`src/sv/assert_macros.svh`:
```
// Assertion macros for the survivor block; empty when synthesizing.
`ifndef ASSERT_MACROS_SVH
`define ASSERT_MACROS_SVH
`ifndef SYNTHESIS
`define JS_ASSERT(lbl, prop) \
  lbl: assert property (@(posedge clk_i) disable iff (!rst_ni) prop) \
    else $error("josephus_survivor: assertion failed");
`define JS_ASSERT_ALWAYS(lbl, prop) \
  lbl: assert property (@(posedge clk_i) prop) \
    else $error("josephus_survivor: assertion failed");
`else
`define JS_ASSERT(lbl, prop)
`define JS_ASSERT_ALWAYS(lbl, prop)
`endif
`endif

```
`src/sv/jos_pkg.sv`:
```
// Shared widths for the Josephus survivor block.
`default_nettype none
package jos_pkg;
  localparam int unsigned CNT_W  = 11;
  localparam int unsigned STEP_W = 16;
endpackage
`default_nettype wire

```
`src/sv/josephus_survivor.sv`:
```
// Josephus survivor: iterative r = (r + step) mod i with a bit-serial remainder unit.
//
//   channel | direction | signals
//   in      | request   | in_valid_i, in_ready_o, people_count_i, step_size_i
//   out     | result    | out_valid_o, out_ready_i, survivor_o, bad_query_o
//
// Each recurrence step is an add state (S_ADD) and a restoring remainder loop (S_DIV)
// over the SUM_W bits of the sum, one bit a cycle; SUM_W is 17 at default widths.
// Rejected requests and a count of one go straight from idle to S_FIN.
// Reset clears the sequencer and the output valid; no clearing pass.
// in_ready_o is high only while the sequencer is idle; a finished result waits
// in the output register while a new request is already being worked on.
`default_nettype none
`include "assert_macros.svh"
module josephus_survivor #(
  parameter int MAX_COUNT = 1024,
  parameter int STEP_BITS = 16
) (
  input  wire                       clk_i,
  input  wire                       rst_ni,
  input  wire                       in_valid_i,
  output logic                      in_ready_o,
  input  wire  [jos_pkg::CNT_W-1:0]  people_count_i,
  input  wire  [jos_pkg::STEP_W-1:0] step_size_i,
  output logic                      out_valid_o,
  input  wire                       out_ready_i,
  output logic [jos_pkg::CNT_W-1:0]  survivor_o,
  output logic                      bad_query_o
);
  import jos_pkg::*;

  // effective step width after masking
  localparam int SB    = (STEP_BITS < STEP_W) ? STEP_BITS : STEP_W;
  localparam int SUM_W = ((SB > CNT_W) ? SB : CNT_W) + 1;
  localparam int BW    = $clog2(SUM_W);

  localparam logic [1:0] S_IDLE = 2'd0;
  localparam logic [1:0] S_ADD  = 2'd1;
  localparam logic [1:0] S_DIV  = 2'd2;
  localparam logic [1:0] S_FIN  = 2'd3;

  logic [1:0]       state_q, state_d;
  logic [CNT_W-1:0] cnt_q, cnt_d;
  logic [CNT_W-1:0] i_q, i_d;
  logic [CNT_W-1:0] rem_q, rem_d;
  logic [SB-1:0]    step_q, step_d;
  logic [SUM_W-1:0] sum_q, sum_d;
  logic [BW-1:0]    bit_q, bit_d;
  logic             bad_q, bad_d;
  logic             out_valid_q, out_valid_d;
  logic [CNT_W-1:0] surv_q, surv_d;
  logic             badq_q, badq_d;

  logic [SB-1:0]    step_in;
  logic             in_bad;
  logic [CNT_W:0]   shifted;
  logic [CNT_W:0]   div_diff;
  logic             fits;
  logic [CNT_W-1:0] rem_next;
  logic             accept;

  assign in_ready_o = (state_q == S_IDLE);
  assign accept     = in_valid_i && in_ready_o;
  assign step_in    = step_size_i[SB-1:0];
  assign in_bad     = (people_count_i == '0) || (step_in == '0) ||
                      (32'(people_count_i) > 32'(MAX_COUNT));

  // restoring-division step used by the S_DIV state
  assign shifted  = {rem_q, sum_q[SUM_W-1]};
  assign div_diff = shifted - {1'b0, i_q};
  assign fits     = (shifted >= {1'b0, i_q});
  assign rem_next = fits ? div_diff[CNT_W-1:0] : shifted[CNT_W-1:0];

  always_comb begin
    state_d     = state_q;
    cnt_d       = cnt_q;
    i_d         = i_q;
    rem_d       = rem_q;
    step_d      = step_q;
    sum_d       = sum_q;
    bit_d       = bit_q;
    bad_d       = bad_q;
    surv_d      = surv_q;
    badq_d      = badq_q;
    out_valid_d = out_valid_q && !out_ready_i;
    unique case (state_q)
      S_IDLE: begin
        if (accept) begin
          cnt_d  = people_count_i;
          step_d = step_in;
          bad_d  = in_bad;
          rem_d  = '0;
          i_d    = CNT_W'(2);
          if (in_bad || (people_count_i == CNT_W'(1))) begin
            state_d = S_FIN;
          end else begin
            state_d = S_ADD;
          end
        end
      end
      S_ADD: begin
        sum_d   = SUM_W'(rem_q) + SUM_W'(step_q);
        rem_d   = '0;
        bit_d   = BW'(SUM_W - 1);
        state_d = S_DIV;
      end
      S_DIV: begin
        rem_d = rem_next;
        sum_d = sum_q << 1;
        bit_d = bit_q - BW'(1);
        if (bit_q == '0) begin
          if (i_q == cnt_q) begin
            state_d = S_FIN;
          end else begin
            i_d     = i_q + CNT_W'(1);
            state_d = S_ADD;
          end
        end
      end
      S_FIN: begin
        // hold until the output register is free
        if (!out_valid_q || out_ready_i) begin
          surv_d      = bad_q ? '0 : (rem_q + CNT_W'(1));
          badq_d      = bad_q;
          out_valid_d = 1'b1;
          state_d     = S_IDLE;
        end
      end
      default: state_d = S_IDLE;
    endcase
  end

  always_ff @(posedge clk_i or negedge rst_ni) begin
    if (!rst_ni) begin
      state_q     <= S_IDLE;
      out_valid_q <= 1'b0;
    end else begin
      state_q     <= state_d;
      out_valid_q <= out_valid_d;
    end
  end

  always_ff @(posedge clk_i) begin
    cnt_q  <= cnt_d;
    i_q    <= i_d;
    rem_q  <= rem_d;
    step_q <= step_d;
    sum_q  <= sum_d;
    bit_q  <= bit_d;
    bad_q  <= bad_d;
    surv_q <= surv_d;
    badq_q <= badq_d;
  end

  assign out_valid_o = out_valid_q;
  assign survivor_o  = surv_q;
  assign bad_query_o = badq_q;

  `JS_ASSERT(a_rem_below_mod, (state_q == S_DIV) |-> (rem_q < i_q))
  `JS_ASSERT(a_bad_zero, (out_valid_o && bad_query_o) |-> (survivor_o == '0))
  `JS_ASSERT(a_good_nonzero, (out_valid_o && !bad_query_o) |-> (survivor_o != '0))
  `JS_ASSERT(a_busy_after_accept, (in_valid_i && in_ready_o) |=> !in_ready_o)
  `JS_ASSERT_ALWAYS(a_reset_quiet, $rose(rst_ni) |-> !out_valid_o)

endmodule
`default_nettype wire
```
`config.mk`:
```
export PLATFORM = sky130hd
export DESIGN_NAME = josephus_survivor
export DESIGN_NICKNAME = d
export VERILOG_FILES = /design/src/sv/jos_pkg.sv /design/src/sv/josephus_survivor.sv
export VERILOG_INCLUDE_DIRS = /design/src /design/src/sv
export SDC_FILE = /design/constraint.sdc
export NUM_CORES = 1
export LEC_CHECK = 0
export BUFFER_PORTS_ARGS = -buffer_cell sky130_fd_sc_hd__buf_2
export CAP_MARGIN = 15
export CORE_MARGIN = 5
export CORE_UTILIZATION = 50
export CTS_CLUSTER_SIZE = 28
export DETAILED_ROUTE_END_ITERATION = 8
export PLACE_DENSITY_LB_ADDON = 0.2
export RECOVER_POWER = 50
export SETUP_SLACK_MARGIN = 0.05
export SYNTH_ARGS = -nofsm -noshare
export SYNTH_HDL_FRONTEND = slang
export SYNTH_SLANG_ARGS = --single-unit
```
`constraint.sdc`:
```
create_clock -name clk_i -period 4.27 [get_ports clk_i]
set_input_delay 0 -clock clk_i [delete_from_list [all_inputs] [get_ports clk_i]]
set_output_delay 0 -clock clk_i [all_outputs]
set_load 0.005 [all_outputs]
```
* Yosys cells after proc, flatten, opt, wreduce, memory -nomap -nowiden
Index checks and enable logic that the tools add are counted.
** Cells by class
- $lt $le $gt $ge :: 2
- $add $sub $neg :: 5
- Divide/modulo/power cells :: 0
- Shift-type cells :: 0
- Bitwise logic cells :: 0
- Eq/ne operators :: 9
- Reduce and logical (&&, ||, !) cells :: 20
- $mul :: 0
- Muxes and demuxes :: 17
** Operators by type and width (number)
- two-way mux 11 bit :: 5
- case mux 17 bit (2 select lines) :: 1
- case mux 11 bit (3 select lines) :: 1
- adder 11 x 1 -> 11 bit (second input constant) :: 2
- case mux 11 bit (2 select lines) :: 1
- adder 11 x 16 -> 17 bit :: 1
- logical NOT 16 bit :: 1
- greater-or-equal comparator 12 x 11 -> 1 bit :: 1
- == test 11 x 1 -> 1 bit (second input constant) :: 1
- == test 11 bit :: 1
- greater-than comparator 11 bit (second input constant) :: 1
- logical NOT 11 bit :: 1
- subtractor 11 bit :: 1
- two-way mux 2 bit :: 5
- case mux 5 bit (2 select lines) :: 1
- case mux 2 bit (4 select lines) :: 1
- != test 2 bit (second input constant) :: 3
- AND reduction 2 bit :: 3
- logical NOT 5 bit :: 1
- subtractor 5 x 1 -> 5 bit (second input constant) :: 1
- == test 2 bit (second input constant) :: 2
- logical OR 1 bit :: 4
- AND reduction 4 bit :: 1
- nonzero test 2 bit :: 2
- 8 further kinds :: 11
** Word-level totals
- Register bits :: 87
- Logic and storage cells :: 64
- Latch bits :: 0
- ROM bits :: 0
- Memories kept :: 0
- Bits of input ports :: 31
- Output and inout bits :: 14
- RAM bits :: 0

* Longest topological paths before layout
Gate-level depths: netlist of the first run.
- Depth after elaboration :: 7
- Mapped depth :: 9
- Mapped depth without buffers :: 9

* Least setup slack after synthesis of the first run
Ideal clock, no wire load.
- Path type :: register to register
- From :: reg state_q[0]
- To :: reg i_q[0], enable pin
- Clock period less this slack :: 3.328 ns
- Setup time :: 0.441 ns
- Data arrival time :: 2.887 ns
- Setup slack :: 0.942 ns
- Buffers on the path :: 2
- Required time :: 3.829 ns
- Stages on the path, launching flop included :: 6
- Path through :: dfrtp_1 inv_1 ha_1 clkbuf_1 clkbuf_1 a2111oi_0
** On the way
- Word-level cells in the longest chain between the ends :: 4
- Elaborated cells on any way between the ends :: 8
- Classes of those cells :: eq/ne: 4; reduce/logical: 4
** RTL lines
- from (decl) :: line josephus_survivor.sv:42 : logic [1:0] state_q, state_d;
- from (signal assigned) :: line josephus_survivor.sv:138 : state_q <= state_d;
- logical NOT 2 bit :: line josephus_survivor.sv:62, josephus_survivor.sv:86
- logical AND 1 bit :: line josephus_survivor.sv:63 : assign accept = in_valid_i && in_ready_o;
- != test 2 x 1 -> 1 bit (no line)
- AND reduction 4 bit (no line) (*)
- to (signal assigned) :: line josephus_survivor.sv:145 : i_q <= i_d;
- to (decl) :: line josephus_survivor.sv:44 : logic [CNT_W-1:0] i_q, i_d;
Every way passes the cells marked *; elsewhere a longest branch is shown, timed or not.
A chain may end at the register's enable or synchronous reset.

* Final worst setup path of the first run
- From :: reg state_q[0]
- To :: reg i_q[9], enable pin
The elaborated chain is that of the path after synthesis.

==> metrics, run 1 <==
status complete, no violations; R2R cell count 7; n_diodes 0; Synth top cells by count edfxtp_1, nor2_1, xnor2_1, ha_1, o21ai_0; synth warn 0; Cells after Synth 449; Avg Vias per Cell 5.50; r2r startpoint state_q[0]$_DFFE_PN0P_; post-cts resize count 0; Total Routed Length 10700 um; Initial DRT Pass Iterations 4; Main synth FF type edfxtp_1; initial antenna violation count 0; reg2reg end i_q[9]$_SDFFCE_PN0P_; Slew HR 0.0625; clock latency on the worst-skew pair 0.36 ns; worst-margin pin slew 1.41 ns; Finished Layout Cells 665; Die W 110 um; CTS tree yes; RSZ-0062 raised after global routing no; Ports 45; #FFs+latches synth 87; num rows 36; share of post-route cells with drive strength above 1 0.107; Initial DRC Count 238; Final Cell Area 5850 um^2; Placed Instances 619; required time of the critical path 4.38 ns; P_leak 2.14 nW; CTS sink cnt 87; ranking of synthesized cells by area edfxtp_1, ha_1, xnor2_1; clk_skew 0.0146 ns; Worst Min Path Start people_count_i[7]; Synth area leader edfxtp_1; Critical Path AT 3.00 ns; fin util 0.599; cell with the most instances after synthesis edfxtp_1; Reg clk slew, reported paths 0.08 ns; Setup Viol. Count Final 0; FFs w/ async S/R, synth 0.0345; Yosys cell types 59; final antenna-violating net count 0; Layout fillers 807; Syn Area/Cell 11.2 um^2; die footprint 12200 um^2; core area 9770 um^2; Vias 3659; Port Buf Inserts 44; CTS Buf Count 9; worst-case clock buffer depth 2; All-Layer GR Usage 0.188; EDFF count, synth 84; root buf cell clkbuf_8; Mapped Area 5030 um^2; initial core utilization 0.514; Syn Nets 513; WL per Instance 16.0 um; worst hold path class input pin to flop; Remaining DRCs 0; Crit Path Class flop to flop; Fmax achieved 0.346 GHz; Worst Hold Depth 2; setup TNS 0 ns; first-pass GRT wire length 17300 um; max cap viols 0; final hold vios 0; hold_ws 0.358 ns; largest net degree at the start of global routing 34; Crit. End Element flop; Post-layout nets 591; Pwr Density 788 nW/um^2; Final period util 0.676; Worst setup SP type flop; sequential-to-total area share from yosys stat 0.517; minimum clock period after layout 2.89 ns; area post-placement 5410 um^2; Worst IR Drop VDD 0.520 mV; P&R area growth vs syn 16.4%; R2R Setup Slk 1.38 ns; H-tree depth 3; Post-DP HPWL 7780 um; placer congestion estimate 0.881; hold path endpoint cnt_q[7]$_DFFE_PP_; Die Ht 110 um; Crit Path Max Fanout 33; Final Max Tran Viols 0; gr ovfl total 0; Setup Fix Bufs, Post-CTS 0; vias in the first global route 3651; Synth top area share 0.502
worst max-delay path, stage by stage, from the launching register on:
cell	delay, ns
dfrtp_1	0.43
inv_1	0.10
ha_1	0.16
clkbuf_1	1.03
nand4_1	0.16
nor3_1	0.40
a2111oi_2	0.09
buf_4	0.27
report_power, final:
group	total, mW	internal, mW	switching (mW)
Combinational	2.33	0.961	1.37
Clock	0.553	0.269	0.284
Sequential	1.73	1.45	0.275
stage by stage:
stage / setup slack [ns] / power, mW
2_1_floorplan: 0.942 / 3.46
5_1_grt: 1.19 / 4.96
3_3_place_gp: 1.65 / 3.99
4_1_cts: 1.61 / 4.63
3_5_place_dp: 1.62 / 4.05
6_report: 1.38 / 4.61
how the worst max path moves through the flow:
stage	slack [ns]	from	endpoint
2_1_floorplan	0.94	state_q[0]$_DFFE_PN0P_	i_q[0]$_SDFFCE_PN0P_
3_3_place_gp	1.65	rem_q[0]$_SDFFCE_PN0P_	sum_q[10]$_DFFE_PP_
3_5_place_dp	1.62	rem_q[0]$_SDFFCE_PN0P_	sum_q[10]$_DFFE_PP_
4_1_cts	1.61	rem_q[0]$_SDFFCE_PN0P_	sum_q[10]$_DFFE_PP_
5_1_grt	1.19	state_q[0]$_DFFE_PN0P_	i_q[9]$_SDFFCE_PN0P_
6_report	1.38	state_q[0]$_DFFE_PN0P_	i_q[9]$_SDFFCE_PN0P_
kinds of logic (layout without fill, tap and decap cells):
group	after synthesis	count (layout)	share of synthesized area
AOI/OAI and AO/OA	101	101	0.143
xor gates and xnor gates	47	47	0.0819
adders and majority gates	33	33	0.0851
buffers and inverters	32	115	0.0241
DFF	87	87	0.517
muxes	6	6	0.0142
and+or+nand+nor	143	143	0.135
routing by layer:
metal	up-vias	global-route usage	part of all wire
met5	-	0	0
met3	15	0.0297	0.058
met2	120	0.309	0.47
met1	1704	0.249	0.46
li1	1820	-	-
met4	0	0.0730	0.018
final cells by class:
type,instances,area (um^2),share of cell area
Tap cell,133,166,0.0284
Timing Repair Buffer,77,509,0.0870
Multi-Input combinational cell,330,2320,0.396
Sequential cell,87,2600,0.444
Inverter,22,82.6,0.0141
Clock inverter,4,46.3,0.00791
Clock buffer,12,135,0.0231
cells in the final DEF (no fill, tap or decap), types with 4 or more instances in the layout:
cell type / netlist / routed
clkbuf_1: 6 / 27
dlygate4sd3_1: 0 / 30
o21a_1: 8 / 8
and3_1: 6 / 6
a21oi_1: 23 / 23
nand4_1: 5 / 5
nor2b_1: 5 / 5
nand2_1: 25 / 25
xor2_1: 10 / 10
a211oi_1: 6 / 6
inv_1: 22 / 22
nor2_1: 47 / 47
o21ai_0: 26 / 26
nand2b_1: 5 / 5
ha_1: 31 / 31
nand3_1: 21 / 21
nor4_1: 5 / 5
xnor2_1: 37 / 37
a21o_1: 4 / 4
mux2_2: 5 / 5
buf_2: 1 / 19
edfxtp_1: 84 / 84
nor3_1: 14 / 14
clkbuf_8: 0 / 9
state kept, by name, indices dropped and copies added (netlist names), 2 cells and up:
name,count
step_q,16
i_q,11
bit_q,5
state_q,2
survivor_o,11
sum_q,17
rem_q,11
cnt_q,11
what timing repair did:
action,4_1_cts,5_1_grt
endpoints found under the hold margin,32,0
hold buffers,30,0
setup endpoints to repair,0,0
Note: power is estimated with default switching activity, not from simulation.
==> inputs of run 2 (changes only) <==
==> constraint.sdc (replaced) <==
create_clock -name clk_i -period 2.8 [get_ports clk_i]
set_input_delay 0 -clock clk_i [delete_from_list [all_inputs] [get_ports clk_i]]
set_output_delay 0 -clock clk_i [all_outputs]
set_load 0.005 [all_outputs]
==> run 2 against run 1 <==
Net effect: combinational power up 55%; power grew 51%; critical path depth is 1 higher; sequential cell count unchanged; critical path type unchanged; largest cell class unchanged; highest routed layer unchanged.
==> metrics, run 2 (synthesis gave the netlist of run 1 again) <==
Crit Path Class flop to flop; minimum clock period after layout 2.57 ns (-0.316 ns); Final period util 0.918 (+0.242); max FFs per register 17 (unchanged); most common cell after layout, fill and taps aside edfxtp_1; Slew HR 0.172 (+0.110); Ports 45 (unchanged); hold_ws 0.216 ns (-0.142 ns); Total Routed Length 10500 um (-1.1%); Multi-input gate area 2320 um^2 (unchanged); Die W 110 um (unchanged); Worst Slack Setup Final 0.229 ns (-1.15 ns); Worst setup SP type flop; r2r startpoint i_q[0]$_SDFFCE_PN0P_; Critical Path AT 2.77 ns (-0.23 ns); clk_skew 0.00864 ns (-0.00597 ns); core area 9770 um^2 (unchanged); Final Max Tran Viols 0 (unchanged); vias in the first global route 3572 (-2.2%); final antenna-violating net count 0 (unchanged); RSZ-0062 raised after global routing no; die footprint 12200 um^2 (unchanged); Post-DP HPWL 7700 um (-1.1%); CP cell instances ha_1 > fa_1 > nand2b_1 > a21oi_2 > o21a_1 > o2111a_2 > nor3_1 > a211oi_1; gr ovfl total 0 (unchanged); num rows 36 (unchanged); Worst IR Drop VDD 0.644 mV (+24%); P_leak 2.13 nW (-0.46%); Top reg by flops sum_q; Layout fillers 828 (+2.6%); Post-layout nets 598 (+1.2%); setup TNS 0 ns (unchanged); worst-margin pin slew 1.24 ns (-0.164 ns); max cap viols 0 (unchanged); CTS Buf Count 9 (unchanged); largest net degree at the start of global routing 29 (-15%); n_diodes 0 (unchanged); reg2reg end rem_q[0]$_SDFFCE_PN0P_; initial core utilization 0.514 (unchanged); Largest regs sum_q: 17 flops, step_q: 16 flops; placer congestion estimate 0.879 (-0.20%); CP peak stage delay 0.49 ns (-0.54 ns); fin util 0.600 (+0.00102); Placement Setup Slack 0.270 ns (-1.35 ns); Sequential cell area 2600 um^2 (unchanged); R2R cell count 8 (+1); Reg clk slew, reported paths 0.09 ns (about the same); clock latency on the worst-skew pair 0.37 ns (about the same); first-pass GRT wire length 17100 um (-1.1%); crit path to rem_q[0]$_SDFFCE_PN0P_; CP max stage cell edfxtp_1; initial antenna violation count 0 (unchanged); Pwr Density 1190 nW/um^2 (+51%); leading cell types in the layout, fill and taps excluded edfxtp_1, nor2_1, xnor2_1; worst-case clock buffer depth 2 (unchanged); Vias 3671 (+0.33%); Crit. End Element flop; CTS sink cnt 87 (unchanged); Port Buf Inserts 44 (unchanged); worst hold path class input pin to flop; R2R Setup Slk 0.23 ns (-1.15 ns); Setup Viol. Count Final 0 (unchanged); Initial DRC Count 153 (-36%); share of post-route cells with drive strength above 1 0.104 (-0.00305); Avg Vias per Cell 5.47 (-0.57%); Remaining DRCs 0 (unchanged); All-Layer GR Usage 0.187 (about the same); root buf cell clkbuf_8; P&R area growth vs syn 16.6%; Setup Fix Bufs, Post-CTS 0 (unchanged); Fmax achieved 0.389 GHz (+12%); final hold vios 0 (unchanged); Crit. Startpoint i_q[0]$_SDFFCE_PN0P_; Die Ht 110 um (unchanged); Crit Path Max Fanout 9 (-73%); H-tree depth 3 (unchanged); WL per Instance 15.7 um (-2.0%); CTS tree yes; status complete, no violations; required time of the critical path 3.00 ns (-1.38 ns); Initial DRT Pass Iterations 5 (+1)
## run 2: repair_timing
action,in CTS,in global routing
hold buffers,30,0
resized for setup,0,0
endpoints found under the hold margin,32,0
## run 2: through the flow
step / instance area [um^2] / power [mW] / instances
after global placement: 5460 / 6.15 / 626
final: 5860 / 6.97 / 671
after CTS: 5910 / 7.01 / 671
after floorplan: 5030 / 5.28 / 449
after detailed placement: 5460 / 6.22 / 626
after global routing: 5860 / 7.52 / 671
## run 2: worst min path at each step
stage	slack [ns]	to	startpoint	cells after the start
after detailed placement	-0.20	out_valid_o$_DFF_PN0_	rst_ni	1
final	0.22	rem_q[3]$_SDFFCE_PN0P_	in_valid_i	4
after floorplan	-0.30	out_valid_o$_DFF_PN0_	rst_ni	0
after global routing	0.29	rem_q[9]$_SDFFCE_PN0P_	in_valid_i	4
after CTS	0.22	rem_q[9]$_SDFFCE_PN0P_	in_valid_i	4
after global placement	-0.20	out_valid_o$_DFF_PN0_	rst_ni	1
## run 2: area by class of cell
cell class                 instances  area share
sequential                        87       0.443
tap                              133      0.0284
clock inverter                     4     0.00405
clock buffer                      11      0.0224
multi-input combinational        330       0.395
timing repair buffer              84      0.0930
inverter                          22      0.0141
## run 2: critical path: cells and delay by family, from the launching register on
| kind | cells | cell delay (ns) |
|---|---|---|
| and+or+nand+nor | 2 | 0.28 |
| AOI/OAI and AO/OA | 4 | 0.95 |
| DFF | 1 | 0.49 |
| adders and majority gates | 2 | 0.68 |
## run 2: routing by layer
metal / routed length, um / track usage / vias to the layer above / share of wire
met5: 0 / 0 / - / 0
met4: 243 / 0.0853 / 0 / 0.023
met3: 570 / 0.0303 / 20 / 0.054
met2: 4880 / 0.308 / 96 / 0.46
met1: 4830 / 0.245 / 1733 / 0.46
li1: - / - / 1822 / -
## run 2: power breakdown
part           internal, mW  switching [mW]  leakage [nW]
registers              2.21           0.396         0.850
logic                  1.50            2.11          1.21
clock network         0.313           0.440        0.0728
total                  4.03            2.94          2.13
==> inputs of run 3 (changes only) <==
--- a/config.mk
+++ b/config.mk
@@ -9,12 +9,12 @@
 export BUFFER_PORTS_ARGS = -buffer_cell sky130_fd_sc_hd__buf_2
 export CAP_MARGIN = 15
 export CORE_MARGIN = 5
-export CORE_UTILIZATION = 50
+export CORE_UTILIZATION = 55
 export CTS_CLUSTER_SIZE = 28
 export DETAILED_ROUTE_END_ITERATION = 8
 export PLACE_DENSITY_LB_ADDON = 0.2
 export RECOVER_POWER = 50
-export SETUP_SLACK_MARGIN = 0.05
+export SETUP_SLACK_MARGIN = 0.5
 export SYNTH_ARGS = -nofsm -noshare
 export SYNTH_HDL_FRONTEND = slang
 export SYNTH_SLANG_ARGS = --single-unit
==> run 3 against run 2 <==
Net effect: sequential power is 2% lower; largest power group unchanged; design area is 8.8% higher; routed wire length is 16% higher; critical path type unchanged.
==> metrics, run 3 (synthesis gave the netlist of run 1 again) <==
WL per Instance 18.1 um (+15%); H-tree depth 3 (unchanged); Port Buf Inserts 44 (unchanged); M1 WL 5030 um (+4.1%); minimum clock period after layout 2.55 ns (-0.0249 ns); Worst Min Path Start in_valid_i; Crit Path Max Fanout 4 (-5); final hold vios 0 (unchanged); Vias 3997 (+8.9%); Fmax achieved 0.393 GHz (+0.98%); Largest regs sum_q: 17 flops, step_q: 16 flops; R2R cell count 10 (+2); CTS Buf Count 9 (unchanged); max cap viols 0 (unchanged); Post-DP HPWL 8100 um (+5.2%); top sig layer met4; Worst IR Drop VDD 0.612 mV (-5.0%); most common cell after layout, fill and taps aside edfxtp_1; Initial DRT Pass Iterations 5 (unchanged); Pwr Density 1280 nW/um^2 (+8.0%); Initial DRC Count 334 (+120%); n_diodes 0 (unchanged); initial antenna violation count 0 (unchanged); max FFs per register 17 (unchanged); All-Layer GR Usage 0.209 (+0.0219); Avg Vias per Cell 5.91 (+8.1%); metal3 WL 847 um (+49%); largest net degree at the start of global routing 29 (unchanged); required time of the critical path 3.01 ns (about the same); Top reg by flops sum_q; Post-layout nets 627 (+4.8%); initial core utilization 0.571 (+0.0566); core area 8810 um^2 (-9.9%); Worst Hold Depth 4 (unchanged); setup TNS 0 ns (unchanged); Crit. End Element flop; CTS tree yes; hold path endpoint rem_q[9]$_SDFFCE_PN0P_; RSZ-0062 raised after global routing yes; Critical Path AT 2.76 ns (about the same); Final Cell Area 6380 um^2 (+8.8%); Reg clk slew, reported paths 0.09 ns (about the same); area post-placement 5450 um^2 (-0.16%); reg2reg end rem_q[9]$_SDFFCE_PN0P_; first-pass GRT wire length 18400 um (+7.6%); worst-margin pin slew 1.27 ns (+0.0287 ns); clock latency on the worst-skew pair 0.35 ns (-0.02 ns); r2r startpoint rem_q[0]$_SDFFCE_PN0P_; worst hold path class input pin to flop; status complete, no violations; CTS sink cnt 87 (unchanged); Slew HR 0.153 (-0.0192); share of post-route cells with drive strength above 1 0.232 (+0.128); placer congestion estimate 0.910 (+3.4%); Layout fillers 593 (-28%); hold_ws 0.270 ns (+0.0541 ns); Ports 45 (unchanged); die footprint 11200 um^2 (-8.3%); Remaining DRCs 0 (unchanged); leading cell types in the layout, fill and taps excluded edfxtp_1, nor2_1, xnor2_1; Final Max Tran Viols 0 (unchanged); P&R area growth vs syn 26.9%; vias in the first global route 3820 (+6.9%); final antenna-violating net count 0 (unchanged); root buf cell clkbuf_8; worst-case clock buffer depth 2 (unchanged); R2R Setup Slk 0.25 ns (+0.02 ns); WL met2 5840 um (+20%); Total Routed Length 12200 um (+16%); fin util 0.725 (+0.125); Final period util 0.910 (-0.00888); Die Ht 106 um (-4.2%); Worst setup SP type flop; Die W 106 um (-4.2%); Setup Viol. Count Final 0 (unchanged); num rows 34 (-5.6%); gr ovfl total 0 (unchanged); P_leak 2.35 nW (+10%); clk_skew 0.00867 ns (+0.0000203 ns); Crit Path Class flop to flop
-- run 3: what timing repair did --
item,4_1_cts,5_1_grt
cloned,1,0
endpoints found under the setup margin,17,20
resized for setup,17,46
pin swaps,16,31
hold endpoints to repair,32,0
setup buffers,12,15
hold buffers,30,0
-- run 3: how the worst max path moves through the flow --
| stage | from | endpoint | slack [ns] | depth (start not counted) |
|---|---|---|---|---|
| 2_1_floorplan | rem_q[0]$_SDFFCE_PN0P_ | sum_q[10]$_DFFE_PP_ | 0.50 | 8 |
| 3_3_place_gp | i_q[0]$_SDFFCE_PN0P_ | rem_q[1]$_SDFFCE_PN0P_ | 0.40 | 8 |
| 3_5_place_dp | i_q[0]$_SDFFCE_PN0P_ | rem_q[0]$_SDFFCE_PN0P_ | 0.28 | 8 |
| 4_1_cts | rem_q[0]$_SDFFCE_PN0P_ | sum_q[10]$_DFFE_PP_ | 0.42 | 8 |
| 5_1_grt | rem_q[0]$_SDFFCE_PN0P_ | rem_q[9]$_SDFFCE_PN0P_ | 0.19 | 10 |
| 6_report | rem_q[0]$_SDFFCE_PN0P_ | rem_q[9]$_SDFFCE_PN0P_ | 0.25 | 10 |
-- run 3: stage by stage --
stage	power, mW	instances	worst slack [ns]
floorplan	5.29	449	0.504
global placement	6.15	602	0.401
detailed placement	6.28	602	0.276
CTS	7.55	661	0.417
global route	8.71	676	0.194
finish	8.20	676	0.253
-- run 3: per-layer routing --
layer | up-vias | track usage
li1 | 1883 | -
met1 | 1902 | 0.272
met2 | 170 | 0.352
met3 | 42 | 0.0312
met4 | 0 | 0.0870
met5 | - | 0
-- run 3: cell type report --
cell class / instances / area (um^2) / share of cell area
timing repair buffer: 112 / 792 / 0.124
clock buffer: 10 / 128 / 0.0200
tap: 108 / 135 / 0.0212
inverter: 22 / 82.6 / 0.0129
sequential: 87 / 2600 / 0.407
clock inverter: 6 / 61.3 / 0.00961
multi-input combinational: 331 / 2580 / 0.405
-- run 3: power by group --
| part | switching [mW] | internal [mW] |
|---|---|---|
| Sequential | 0.360 | 2.21 |
| Combinational | 2.68 | 2.07 |
| Clock | 0.457 | 0.410 |
-- run 3: critical path, cell delays in order, from the launching register on --
cell	delay [ns]
edfxtp_1	0.47
clkdlybuf4s25_1	0.31
buf_6	0.12
buf_6	0.11
ha_4	0.21
nor2b_4	0.12
o31a_1	0.30
o21a_1	0.24
o211ai_1	0.23
o21ai_1	0.11
a21oi_1	0.16
